$ cat src/hdl/uqae_pkg.sv
// ----------------------------------------------------------------------------
// uqae_pkg
// Shared types, character codes and helpers for the URL query argument
// extractor.
// ----------------------------------------------------------------------------
`default_nettype none

package uqae_pkg;

    localparam int MAX_KEY_BYTES = 8;
    localparam int COUNT_WIDTH   = 16;
    localparam int KEY_IDX_W     = (MAX_KEY_BYTES > 1) ? $clog2(MAX_KEY_BYTES) : 1;
    localparam int KEY_W         = 8 * MAX_KEY_BYTES;
    localparam int KLEN_W        = 4;
    localparam int CAP_W         = 11;
    localparam int LEN_W         = 16;
    localparam int CFG_IDX_W     = 2;
    localparam int CFG_DATA_W    = 64;
    localparam int NUM_SLOTS     = 3;

    localparam logic [KLEN_W-1:0]      KEY_MAX   = KLEN_W'(MAX_KEY_BYTES);
    localparam logic [COUNT_WIDTH-1:0] COUNT_MAX = {COUNT_WIDTH{1'b1}};

    localparam logic [CFG_IDX_W-1:0] CFG_KEY_BYTES      = 2'd0;
    localparam logic [CFG_IDX_W-1:0] CFG_KEY_LENGTH     = 2'd1;
    localparam logic [CFG_IDX_W-1:0] CFG_VALUE_CAPACITY = 2'd2;
    localparam logic [CFG_IDX_W-1:0] CFG_SKIP_TO_QUERY  = 2'd3;

    localparam logic [CAP_W-1:0] CAPACITY_RESET = 11'd16;

    localparam logic [7:0] CH_NUL     = 8'h00;
    localparam logic [7:0] CH_PERCENT = 8'h25;
    localparam logic [7:0] CH_PLUS    = 8'h2B;
    localparam logic [7:0] CH_AMP     = 8'h26;
    localparam logic [7:0] CH_QUEST   = 8'h3F;
    localparam logic [7:0] CH_EQUAL   = 8'h3D;
    localparam logic [7:0] CH_SPACE   = 8'h20;

    typedef enum logic [6:0] {
        PH_DONE    = 7'b0000001,
        PH_SKIP    = 7'b0000010,
        PH_MATCH   = 7'b0000100,
        PH_SKIPSEG = 7'b0001000,
        PH_VALUE   = 7'b0010000,
        PH_PCT1    = 7'b0100000,
        PH_PCT2    = 7'b1000000
    } t_phase;

    typedef struct packed {
        t_phase                 phase;
        logic [KLEN_W-1:0]      match_index;
        logic [7:0]             held_hex_char;
        logic [CAP_W-1:0]       room_left;
        logic [COUNT_WIDTH-1:0] char_count;
    } t_state;

    typedef struct packed {
        logic [7:0]       value_byte;
        logic             end_flag;
        logic             found;
        logic [LEN_W-1:0] decoded_length;
    } t_result;

    typedef struct packed {
        t_result [NUM_SLOTS-1:0] res;
        logic [1:0]              cnt;
    } t_bundle;

    function automatic logic is_hex(input logic [7:0] c);
        return (c >= 8'h30 && c <= 8'h39) || (c >= 8'h41 && c <= 8'h46) ||
               (c >= 8'h61 && c <= 8'h66);
    endfunction

    function automatic logic [3:0] hex_val(input logic [7:0] c);
        logic [7:0] u;
        logic [7:0] d;
        u = (c >= 8'h61) ? c - 8'h20 : c;
        d = (u >= 8'h41) ? u - 8'h37 : u - 8'h30;
        return d[3:0];
    endfunction

endpackage

`default_nettype wire

$ cat src/hdl/uqae_step.sv
// ----------------------------------------------------------------------------
// uqae_step
// Per-byte parser step: name match, percent decoding, room and count update,
// and the list of up to three results caused by one byte.
// ----------------------------------------------------------------------------
`default_nettype none

module uqae_step (
    input  var uqae_pkg::t_state                   i_state,
    input  wire logic [uqae_pkg::KEY_W-1:0]        i_key_bytes,
    input  wire logic [uqae_pkg::KLEN_W-1:0]       i_key_length,
    input  wire logic [uqae_pkg::CAP_W-1:0]        i_capacity,
    input  wire logic                              i_skip_to_query,
    input  wire logic [7:0]                        i_char,
    input  wire logic                              i_first,
    output uqae_pkg::t_state                       o_state,
    output uqae_pkg::t_bundle                      o_bundle
);
    import uqae_pkg::*;

    t_state                     st;
    t_state                     nxt;
    logic [7:0]                 chars [NUM_SLOTS];
    logic [1:0]                 n_chars;
    logic                       fin;
    logic                       fnd;
    logic                       clr_count;
    logic                       do_vc;
    logic                       fall;
    logic [KLEN_W-1:0]          klen;
    logic [7:0]                 kbyte;
    logic [CAP_W-1:0]           avail;
    logic [1:0]                 k;
    logic [COUNT_WIDTH+1:0]     sum;
    logic [COUNT_WIDTH-1:0]     cnt_new;
    logic [47:0]                cnt_ext;
    logic                       c_term;
    logic                       c_hex;

    always_comb begin
        st = i_state;
        if (i_first) begin
            st.char_count    = '0;
            st.held_hex_char = '0;
            st.match_index   = '0;
            st.room_left     = i_capacity;
            st.phase         = i_skip_to_query ? PH_SKIP : PH_MATCH;
        end

        nxt       = st;
        chars[0]  = '0;
        chars[1]  = '0;
        chars[2]  = '0;
        n_chars   = '0;
        fin       = 1'b0;
        fnd       = 1'b0;
        clr_count = 1'b0;
        do_vc     = 1'b0;
        fall      = 1'b0;
        c_term    = (i_char == CH_NUL) || (i_char == CH_AMP) || (i_char == CH_SPACE);
        c_hex     = is_hex(i_char);
        klen      = (i_key_length > KEY_MAX) ? KEY_MAX : i_key_length;
        kbyte     = i_key_bytes[8*st.match_index[KEY_IDX_W-1:0] +: 8];

        case (st.phase)
            PH_SKIP: begin
                if (i_char == CH_QUEST) begin
                    nxt.phase       = PH_MATCH;
                    nxt.match_index = '0;
                end else if (i_char == CH_NUL) begin
                    fin = 1'b1;
                end
            end
            PH_MATCH: begin
                if (st.match_index == '0 && i_char == CH_NUL) begin
                    fin = 1'b1;
                end else begin
                    fall = 1'b1;
                    if (st.match_index >= klen) begin
                        if (i_char == CH_NUL) begin
                            fin       = 1'b1;
                            fnd       = 1'b1;
                            clr_count = 1'b1;
                            fall      = 1'b0;
                        end else if (i_char == CH_EQUAL) begin
                            nxt.phase = PH_VALUE;
                            fall      = 1'b0;
                        end
                    end else if (i_char != CH_NUL && i_char != CH_AMP && i_char == kbyte) begin
                        nxt.match_index = st.match_index + 1'b1;
                        fall            = 1'b0;
                    end
                    if (fall) begin
                        if (i_char == CH_NUL) begin
                            fin = 1'b1;
                        end else if (i_char == CH_AMP) begin
                            nxt.match_index = '0;
                        end else begin
                            nxt.phase = PH_SKIPSEG;
                        end
                    end
                end
            end
            PH_SKIPSEG: begin
                if (i_char == CH_AMP) begin
                    nxt.phase       = PH_MATCH;
                    nxt.match_index = '0;
                end else if (i_char == CH_NUL) begin
                    fin = 1'b1;
                end
            end
            PH_VALUE: begin
                do_vc = 1'b1;
            end
            PH_PCT1: begin
                if (c_hex) begin
                    nxt.held_hex_char = i_char;
                    nxt.phase         = PH_PCT2;
                end else begin
                    chars[0] = CH_PERCENT;
                    n_chars  = 2'd1;
                    do_vc    = 1'b1;
                end
            end
            PH_PCT2: begin
                nxt.phase = PH_VALUE;
                if (c_hex) begin
                    chars[0] = {hex_val(st.held_hex_char), hex_val(i_char)};
                    n_chars  = 2'd1;
                end else begin
                    chars[0] = CH_PERCENT;
                    chars[1] = st.held_hex_char;
                    n_chars  = 2'd2;
                    do_vc    = 1'b1;
                end
            end
            default: begin
                nxt.phase = PH_DONE;
            end
        endcase

        // value character after any pending escape bytes
        if (do_vc) begin
            if (c_term) begin
                fin = 1'b1;
                fnd = 1'b1;
            end else if (i_char == CH_PERCENT) begin
                nxt.phase = PH_PCT1;
            end else begin
                chars[n_chars] = (i_char == CH_PLUS) ? CH_SPACE : i_char;
                n_chars        = n_chars + 2'd1;
                nxt.phase      = PH_VALUE;
            end
        end

        if (fin) begin
            nxt.phase = PH_DONE;
        end

        avail = (st.room_left > CAP_W'(1)) ? st.room_left - CAP_W'(1) : '0;
        k     = (avail < CAP_W'(n_chars)) ? avail[1:0] : n_chars;
        nxt.room_left = st.room_left - CAP_W'(k);

        sum = {2'b00, st.char_count} + (COUNT_WIDTH+2)'(n_chars);
        if (clr_count) begin
            cnt_new = '0;
        end else if (sum > {2'b00, COUNT_MAX}) begin
            cnt_new = COUNT_MAX;
        end else begin
            cnt_new = sum[COUNT_WIDTH-1:0];
        end
        nxt.char_count = cnt_new;
        cnt_ext        = {{(48-COUNT_WIDTH){1'b0}}, cnt_new};

        for (int i = 0; i < NUM_SLOTS; i++) begin
            o_bundle.res[i] = '0;
            if (2'(i) < k) begin
                o_bundle.res[i].value_byte = chars[i];
            end else if (2'(i) == k) begin
                o_bundle.res[i].end_flag       = 1'b1;
                o_bundle.res[i].found          = fnd;
                o_bundle.res[i].decoded_length = fnd ? cnt_ext[LEN_W-1:0] : '0;
            end
        end
        o_bundle.cnt = k + {1'b0, fin};
        o_state      = nxt;
    end

endmodule

`default_nettype wire

$ cat src/hdl/uqae_out.sv
// ----------------------------------------------------------------------------
// uqae_out
// Result register holding up to three results of one byte, handed out one
// item per cycle on the master side while the master is ready.
// ----------------------------------------------------------------------------
`default_nettype none

module uqae_out (
    input  wire logic           i_clk,
    input  wire logic           i_rst_n,
    input  wire logic           i_push,
    input  var uqae_pkg::t_bundle i_bundle,
    input  wire logic           i_m_ready,
    output logic                o_m_valid,
    output uqae_pkg::t_result   o_result,
    output logic                o_in_ready
);
    import uqae_pkg::*;

    t_result    r_slot [NUM_SLOTS];
    t_result    n_slot [NUM_SLOTS];
    logic [1:0] r_cnt;
    logic [1:0] n_cnt;
    logic       pop;

    assign pop        = (r_cnt != 2'd0) && i_m_ready;
    assign o_m_valid  = (r_cnt != 2'd0);
    assign o_result   = r_slot[0];
    assign o_in_ready = (r_cnt == 2'd0) || (r_cnt == 2'd1 && i_m_ready);

    always_comb begin
        n_slot = r_slot;
        n_cnt  = r_cnt;
        if (pop) begin
            n_slot[0] = r_slot[1];
            n_slot[1] = r_slot[2];
            n_cnt     = r_cnt - 2'd1;
        end
        if (i_push) begin
            for (int i = 0; i < NUM_SLOTS; i++) begin
                n_slot[i] = i_bundle.res[i];
            end
            n_cnt = i_bundle.cnt;
        end
    end

    always_ff @(posedge i_clk) begin
        if (!i_rst_n) begin
            r_cnt <= '0;
        end else begin
            r_cnt <= n_cnt;
        end
    end

    always_ff @(posedge i_clk) begin
        r_slot <= n_slot;
    end

    a_no_accept_when_full: assert property (@(posedge i_clk) disable iff (!i_rst_n)
        (r_cnt >= 2'd2) |-> !o_in_ready)
        else $error("input accepted while results still queued");

    a_push_only_when_drained: assert property (@(posedge i_clk) disable iff (!i_rst_n)
        i_push |-> (r_cnt == 2'd0 || (r_cnt == 2'd1 && pop)))
        else $error("result register overwritten");

endmodule

`default_nettype wire

$ cat src/hdl/url_query_argument_extractor_core.sv
// ----------------------------------------------------------------------------
// url_query_argument_extractor_core
// Finds a named argument in a URL byte stream and percent-decodes its value.
// Latency: first result of a byte appears on the cycle after it is accepted.
// Throughput: one byte per cycle while each byte gives at most one result and the
// master is ready; a byte giving more results holds the next until its last is taken.
// Reset (synchronous, active low) clears parser state and empties the output;
// registers return to: empty name, capacity 16, skip to query on.
// ----------------------------------------------------------------------------
`default_nettype none

module url_query_argument_extractor_core (
    input  wire logic                            i_clk,
    input  wire logic                            i_rst_n,
    input  wire logic                            s_axis_tvalid,
    output logic                                 s_axis_tready,
    input  wire logic [7:0]                      s_axis_tdata,   // text_byte
    input  wire logic                            s_axis_tuser,   // first
    output logic                                 m_axis_tvalid,
    input  wire logic                            m_axis_tready,
    output logic [23:0]                          m_axis_tdata,   // value_byte, decoded_length
    output logic                                 m_axis_tlast,   // end_flag
    output logic                                 m_axis_tuser,   // found
    input  wire logic                            i_cfg_we,
    input  wire logic [uqae_pkg::CFG_IDX_W-1:0]  i_cfg_index,
    input  wire logic [uqae_pkg::CFG_DATA_W-1:0] i_cfg_data
);
    import uqae_pkg::*;

    logic [KEY_W-1:0]  r_key_bytes;
    logic [KLEN_W-1:0] r_key_length;
    logic [CAP_W-1:0]  r_capacity;
    logic              r_skip_to_query;
    t_state            r_state;
    t_state            n_state;
    t_bundle           step_bundle;
    t_result           out_res;
    logic              accept;

    assign accept = s_axis_tvalid && s_axis_tready;

    always_ff @(posedge i_clk) begin
        if (!i_rst_n) begin
            r_key_bytes     <= '0;
            r_key_length    <= '0;
            r_capacity      <= CAPACITY_RESET;
            r_skip_to_query <= 1'b1;
        end else if (i_cfg_we) begin
            case (i_cfg_index)
                CFG_KEY_BYTES:      r_key_bytes     <= i_cfg_data[KEY_W-1:0];
                CFG_KEY_LENGTH:     r_key_length    <= i_cfg_data[KLEN_W-1:0];
                CFG_VALUE_CAPACITY: r_capacity      <= i_cfg_data[CAP_W-1:0];
                CFG_SKIP_TO_QUERY:  r_skip_to_query <= i_cfg_data[0];
                default:            r_skip_to_query <= r_skip_to_query;
            endcase
        end
    end

    uqae_step u_step (
        .i_state         (r_state),
        .i_key_bytes     (r_key_bytes),
        .i_key_length    (r_key_length),
        .i_capacity      (r_capacity),
        .i_skip_to_query (r_skip_to_query),
        .i_char          (s_axis_tdata),
        .i_first         (s_axis_tuser),
        .o_state         (n_state),
        .o_bundle        (step_bundle)
    );

    always_ff @(posedge i_clk) begin
        if (!i_rst_n) begin
            r_state.phase         <= PH_DONE;
            r_state.match_index   <= '0;
            r_state.held_hex_char <= '0;
            r_state.room_left     <= '0;
            r_state.char_count    <= '0;
        end else if (accept) begin
            r_state <= n_state;
        end
    end

    uqae_out u_out (
        .i_clk      (i_clk),
        .i_rst_n    (i_rst_n),
        .i_push     (accept),
        .i_bundle   (step_bundle),
        .i_m_ready  (m_axis_tready),
        .o_m_valid  (m_axis_tvalid),
        .o_result   (out_res),
        .o_in_ready (s_axis_tready)
    );

    assign m_axis_tdata = {out_res.decoded_length, out_res.value_byte};
    assign m_axis_tlast = out_res.end_flag;
    assign m_axis_tuser = out_res.found;

    a_end_goes_done: assert property (@(posedge i_clk) disable iff (!i_rst_n)
        (accept && step_bundle.cnt != 2'd0 &&
         step_bundle.res[step_bundle.cnt - 2'd1].end_flag) |=> (r_state.phase == PH_DONE))
        else $error("end result without return to done");

    a_match_index_bound: assert property (@(posedge i_clk) disable iff (!i_rst_n)
        r_state.match_index <= KEY_MAX)
        else $error("match index beyond name length");

    a_room_nonincreasing: assert property (@(posedge i_clk) disable iff (!i_rst_n)
        (accept && !s_axis_tuser) |=> (r_state.room_left <= $past(r_state.room_left)))
        else $error("room grew within a string");

endmodule

`default_nettype wire
$ cat config.mk
export PLATFORM = sky130hd
export DESIGN_NAME = url_query_argument_extractor_core
export DESIGN_NICKNAME = d
export VERILOG_FILES = /design/src/hdl/uqae_pkg.sv /design/src/hdl/uqae_step.sv /design/src/hdl/uqae_out.sv /design/src/hdl/url_query_argument_extractor_core.sv
export SDC_FILE = /design/constraint.sdc
export NUM_CORES = 1
export LEC_CHECK = 0
export ABC_AREA = 1
export BUFFER_PORTS_ARGS = -buffer_cell sky130_fd_sc_hd__buf_2
export CORE_UTILIZATION = 30
export DETAILED_ROUTE_END_ITERATION = 16
export GPL_TIMING_DRIVEN = 0
export SLEW_MARGIN = 20
export SYNTH_ARGS = -nofsm -noshare
export SYNTH_HDL_FRONTEND = slang
export SYNTH_SLANG_ARGS = --single-unit
$ cat constraint.sdc
create_clock -name i_clk -period 5 [get_ports i_clk]
set_input_delay 0.5 -clock i_clk [delete_from_list [all_inputs] [get_ports i_clk]]
set_output_delay 0.5 -clock i_clk [all_outputs]
set_load 0.005 [all_outputs]
# [After elaboration in Yosys (flattened, before gate mapping)]
# Index checks and enable logic that the tools add are counted.
# W data, S select, Z words.
[classes] n_addsub=13 multipliers=0 n_div=0 order_cmp=19 eq_ne=20 shifts=1 n_mux=86 bitwise=4 n_reduce_logical=30
[ops] operator="$mux W18" n=6
[ops] operator="$mux W8" n=12
[ops] operator="$mux W78" n=1
[ops] operator="$mux W24" n=3
[ops] operator="$mux W11" n=6
[ops] operator="$shiftx A64 B7 Y8" n=1
[ops] operator="$mux W7" n=8
[ops] operator="$mux W52" n=1
[ops] operator="$eq A8 B6 Y1 const B" n=6
[ops] operator="$mux W16" n=3
[ops] operator="$mux W46" n=1
[ops] operator="$pmux W7 S6" n=1
[ops] operator="$ge A8 B7 Y1 const B" n=5
[ops] operator="$bwmux W24" n=1
[ops] operator="$mux W4" n=6
[ops] operator="$mux W1" n=21
[ops] operator="$gt A18 B16 Y1 const B" n=1
[ops] operator="$add A16 B2 Y17" n=1
[ops] operator="$demux W8 S2" n=1
[ops] operator="$le A8 B7 Y1 const B" n=2
[ops] operator="$pmux W8 S2" n=1
[ops] operator="$sub A8 B6 Y8 const B" n=2
[ops] operator="$mux W2" n=7
[ops] operator="$mux W6" n=2
[ops] operator="other kinds (47)" n=74
[totals] register_bits=206 latchBits=0 ram_bits=0 mem_bits_ro=0 out_inout_bits=28 memories=0

# [Logic depth before layout (Yosys ltp)]
[logic_depth] word_depth=18 mapped_depth=32

# [Hierarchy]
# A second synthesis with hierarchy kept.
[hier_totals] hier_cells=1828 area_unflattened_um2=12834.8
[by_module_without_submodules] module="url_query_argument_extractor_core" instances=1 cells_per_inst=723 area_each_um2=5097.4
[by_module_without_submodules] module="uqae_step" instances=1 cells_per_inst=807 area_each_um2=4344.2
[by_module_without_submodules] module="uqae_out" instances=1 cells_per_inst=298 area_each_um2=3393.3

# [Worst setup path before layout]
# Ideal clock, no wire load.
[synth_timing] path_type="input-to-reg" from="input port s_axis_tdata[0]" to="register r_state[26] (netlist bit)" t_arrival_ns=4.355 required_time_ns=4.885 slack_ns=0.529 cell_stages=27 cell_sequence="clkinv_1 ha_1 nand2_1 nand2_1 nand2_1 nand2_1 nand2_2 nand3_4 nor2_1 inv_1 ha_1 o22ai_2 ha_1 nand2_2 nand2_2 nand2_2 nand2_4 inv_4 ha_1 inv_1 fa_1 nor2_1 nand2_1 nor4_1 xor2_1 o21ai_0 inv_1"
[synth_between] elab_chain_cells=13
[synth_rtl] item="start, declared" line_no="url_query_argument_extractor_core.sv:17" source="input wire logic [7:0] s_axis_tdata,"
[synth_rtl] item="$ge A8 B6 Y1 (tied with other cells)" line_no="uqae_pkg.sv:70" source="return (c >= 8'h30 && c <= 8'h39) || (c >= 8'h41 && c <= 8'h46) ||"
[synth_rtl] item="$logic_and A1 B1 Y1" line_no="uqae_pkg.sv:70"
[synth_rtl] item="$logic_or A1 B1 Y1 (2 in a row)" line_no="uqae_pkg.sv:70"
[synth_rtl] item="$mux W2 or $mux W1 (tied branches)" line_no="uqae_step.sv:127, uqae_step.sv:116"
[synth_rtl] item="$pmux W2 S2" line_no="uqae_step.sv:65" source="case (st.phase)"
[synth_rtl] item="$add A2 B1 Y2" line_no="uqae_step.sv:151" source="n_chars = n_chars + 2'd1;"
[synth_rtl] item="$mux W2" line_no="uqae_step.sv:147" source="end else if (i_char == CH_PERCENT) begin"
[synth_rtl] item="$mux W2" line_no="uqae_step.sv:144" source="if (c_term) begin"
[synth_rtl] item="$mux W2 *" line_no="uqae_step.sv:143" source="if (do_vc) begin"
[synth_rtl] item="$lt A11 B2 Y1" line_no="uqae_step.sv:161" source="k = (avail < CAP_W'(n_chars)) ? avail[1:0] : n_chars;"
[synth_rtl] item="$mux W2 *" line_no="uqae_step.sv:161"
[synth_rtl] item="$sub A11 B2 Y11 *" line_no="uqae_step.sv:162" source="nxt.room_left = st.room_left - CAP_W'(k);"
[synth_rtl] item="end signal, assigned" line_no="url_query_argument_extractor_core.sv:79" source="r_state <= n_state;"
[synth_rtl] item="end, declared" line_no="url_query_argument_extractor_core.sv:34" source="t_state r_state;"
# Every way passes the cells marked *; elsewhere a longest branch is shown, timed or not.
# A chain may end at the register's enable or synchronous reset.

==> flow_summary.json <==
{
  "rows": 71,
  "cpMostUsedCell": "nand2_1",
  "cp.required_ns": 5.27,
  "max_freq_mhz": 216,
  "setup_ws_ns": 0.365,
  "antenna_left": 0,
  "area_growth_pct": 17.3,
  "skew_ns": 0.00792,
  "worstHoldPathCells": 3,
  "grt_max_degree": 54,
  "drive_above_1_share_pct": 16.4,
  "fp.coreArea_um2": 37900,
  "grtUsageTotal_pct": 17.0,
  "place_congestion": 0.910,
  "drt_iter0_drc": 808,
  "worst_slew_pin_slew_ns": 0.813,
  "synthCells": 1570,
  "viasPerCell": 4.80,
  "arrival_ns": 4.91,
  "placed_cells": 2185,
  "start_util_pct": 30.7,
  "min_from": "i_cfg_data[36]",
  "drt_first_pass_iters": 5,
  "numCtsBuffers": 24,
  "comb_power_share_pct": 29.5,
  "cp_num_buf_inv": 5,
  "hp-class": "input pin to flop",
  "die_y_um": 199,
  "routedWlPerCell_um": 14.8,
  "grt_pass1_vias": 10200,
  "vdd_ir_drop_max_v": 0.000302,
  "powerDensity_nw_per_um2": 429,
  "clock_path_buffers": 3,
  "critPathCaptureType": "flop",
  "cp_slowest_cell": "ha_1",
  "ys_warn_count": 0,
  "rsz0062_at_grt": "no",
  "drcViolationCount": 0,
  "p_seq_share_pct": 41.5,
  "holdWs_ns": 0.208,
  "dieArea_um2": 39600,
  "slew_viol_final": 0,
  "rr_worst_depth": 28,
  "yosysUniqueCellTypes": 52,
  "syn_area_per_cell_um2": 7.41,
  "syn_nets": 1682,
  "diodes": 0,
  "clock-sinks": 206,
  "post-route-min-period_ns": 4.64,
  "htreeDepth": 1,
  "critPathTopFamily": "simple AND/OR/NAND/NOR gates",
  "path_max_fanout": 9,
  "design.portCount": 108,
  "cpPeakStageDelay_ns": 0.34,
  "pwr-share-clk_pct": 29.1,
  "ys_ff_latch": 206,
  "p_sw_uw": 1930,
  "intPower_uw": 3930,
  "die_w_um": 199,
  "vias": 10700,
  "path_class": "input pin to flop",
  "rr_startpoint": "r_skip_to_query",
  "slew_headroom_pct": 45.8,
  "r2r_slack_ns": 0.60,
  "dp_hpwl_um": 24900,
  "grt_pass1_wl_um": 53300,
  "final_nets": 1816,
  "final_common_cell": "nand2_1",
  "ys_async_sr_fraction_pct": 0,
  "path_clk_slew_ns": 0.06,
  "instances_no_fill": 2232,
  "cts_root_buffer": "clkbuf_16",
  "cts_tree": "yes",
  "wl_um": 33000,
  "synth_area_um2": 11600,
  "placement.io_buffers": 103,
  "synth_ff_type": "dfxtp_1",
  "outcome": "finished clean",
  "grt.overflow.total": 0,
  "fin_tns_setup_ns": 0,
  "max-cap-violations": 0,
  "crit_start": "s_axis_tdata[1]",
  "antenna_found_initial": 0,
  "leakage_uw": 0.00592,
  "final_cell_mix": "nand2_1 (355), nor2_1 (218), o21ai_0 (165), dfxtp_1 (128), buf_2 (114)",
  "clk-insertion-delay-late_ns": 0.52,
  "finalHoldViolCount": 0,
  "place_worst_setup_slack_ns": -0.412,
  "critPathLaunchType": "input pin",
  "period_share_pct": 92.7,
  "fin_util_pct": 36.0,
  "p_sw_share_pct": 33.0,
  "synth_edf_count": 78,
  "yosysSeqAreaShare_pct": 42.2,
  "finalSetupViolations": 0,
  "reg2reg_to": "u_out.r_slot[41]",
  "worstHoldEndpoint": "r_key_bytes[36]"
}
==> timing repair <==
item	CTS	global route
endpoints found under the setup margin	0	42
buffers inserted	0	4
hold buffers	0	0
resized for setup	0	9
==> Yosys cell counts (4+ instances only) <==
master / count / area (µm²)
buf_2: 11 / 55.1
nor2_1: 220 / 826
o22ai_1: 7 / 43.8
o21ai_0: 165 / 826
o21ai_2: 6 / 52.6
nor3_1: 25 / 125
nand4_1: 12 / 75.1
clkbuf_1: 49 / 184
inv_1: 112 / 420
nand2_4: 8 / 90.1
buf_6: 7 / 78.8
nor2_2: 7 / 43.8
dfxtp_1: 128 / 2560
nand2_1: 356 / 1340
nand2_2: 12 / 75.1
clkinv_1: 6 / 22.5
nand3_1: 88 / 440
xor2_1: 17 / 149
o21ai_1: 11 / 55.1
inv_2: 23 / 86.3
nand3_2: 4 / 40.0
a211oi_1: 4 / 30.0
buf_1: 4 / 15.0
o211ai_1: 15 / 113
edfxtp_1: 78 / 2340
xnor2_1: 6 / 52.6
ha_1: 30 / 375
buf_4: 26 / 195
a21oi_1: 84 / 420
nor3_2: 15 / 150
==> kinds of logic after synthesis <==
group           count (synthesis)  synth area share [%]
fa+ha+maj                      32                  3.57
simple gates                  762                  29.1
compound gates                306                  14.2
flops                         206                  42.2
buf+inv                       241                  9.29
xor+xnor                       23                  1.73
==> final cells by class <==
cell class                 count  area, µm²
clock buffer                  37        701
buffer                        97        529
timing repair buffer         108        573
multi-input combinational   1123       5690
fill                        4026      24300
tap                          511        639
sequential                   206       4900
inverter                     144        561
clock inverter                 6       56.3
==> layer usage <==
| layer | up-vias | global-route usage [%] | share of wire [%] |
|---|---|---|---|
| li1 | 5424 | - | - |
| met2 | 318 | 27.7 | 45 |
| met3 | 64 | 2.36 | 5.9 |
| met1 | 4902 | 23.0 | 46 |
| met5 | - | 0 | 0 |
| met4 | 0 | 5.61 | 2.8 |
==> flip-flops by register name, summed over array words and instances (netlist names) <==
register and count:
u_out.o_result 26, r_state 46, r_key_bytes 64, r_capacity 11, r_key_length 4, r_skip_to_query 1, u_out.r_cnt 2, u_out.r_slot 52
==> how the worst max path moves through the flow <==
stage	to	slack, ns	cells past startpoint
finish	u_out.r_slot[41]	0.36	30
global route	r_state[24]	0.03	28
CTS	r_state[26]	0.08	28
detailed placement	u_out.r_slot[39]	-0.41	28
global placement	r_state[26]	-0.35	28
floorplan	r_state[26]	0.53	27
==> metrics by stage <==
stage | power (µW) | area (µm²)
6_report | 5850 | 13600
3_3_place_gp | 4150 | 12800
2_1_floorplan | 3610 | 11600
3_5_place_dp | 4200 | 12800
4_1_cts | 5890 | 13600
5_1_grt | 6250 | 13600
==> power groups by stage <==
stage,Combinational [µW],Sequential (µW),Clock (µW)
after floorplan,1180,2440,0
after global placement,1670,2470,0
after detailed placement,1730,2460,0
after CTS,1740,2430,1720
after global routing,1970,2470,1810
final,1720,2430,1700
==> worst register-to-register path, delay by kind of cell, from the launching register on <==
family                     cells  cell delay, ns
and+or+nand+nor               20            2.46
DFF                            1            0.32
AOI/OAI and AO/OA              2            0.45
buffers and inverters          4            0.40
adders and majority gates      2            0.53
(Power assumes the default switching activity.)
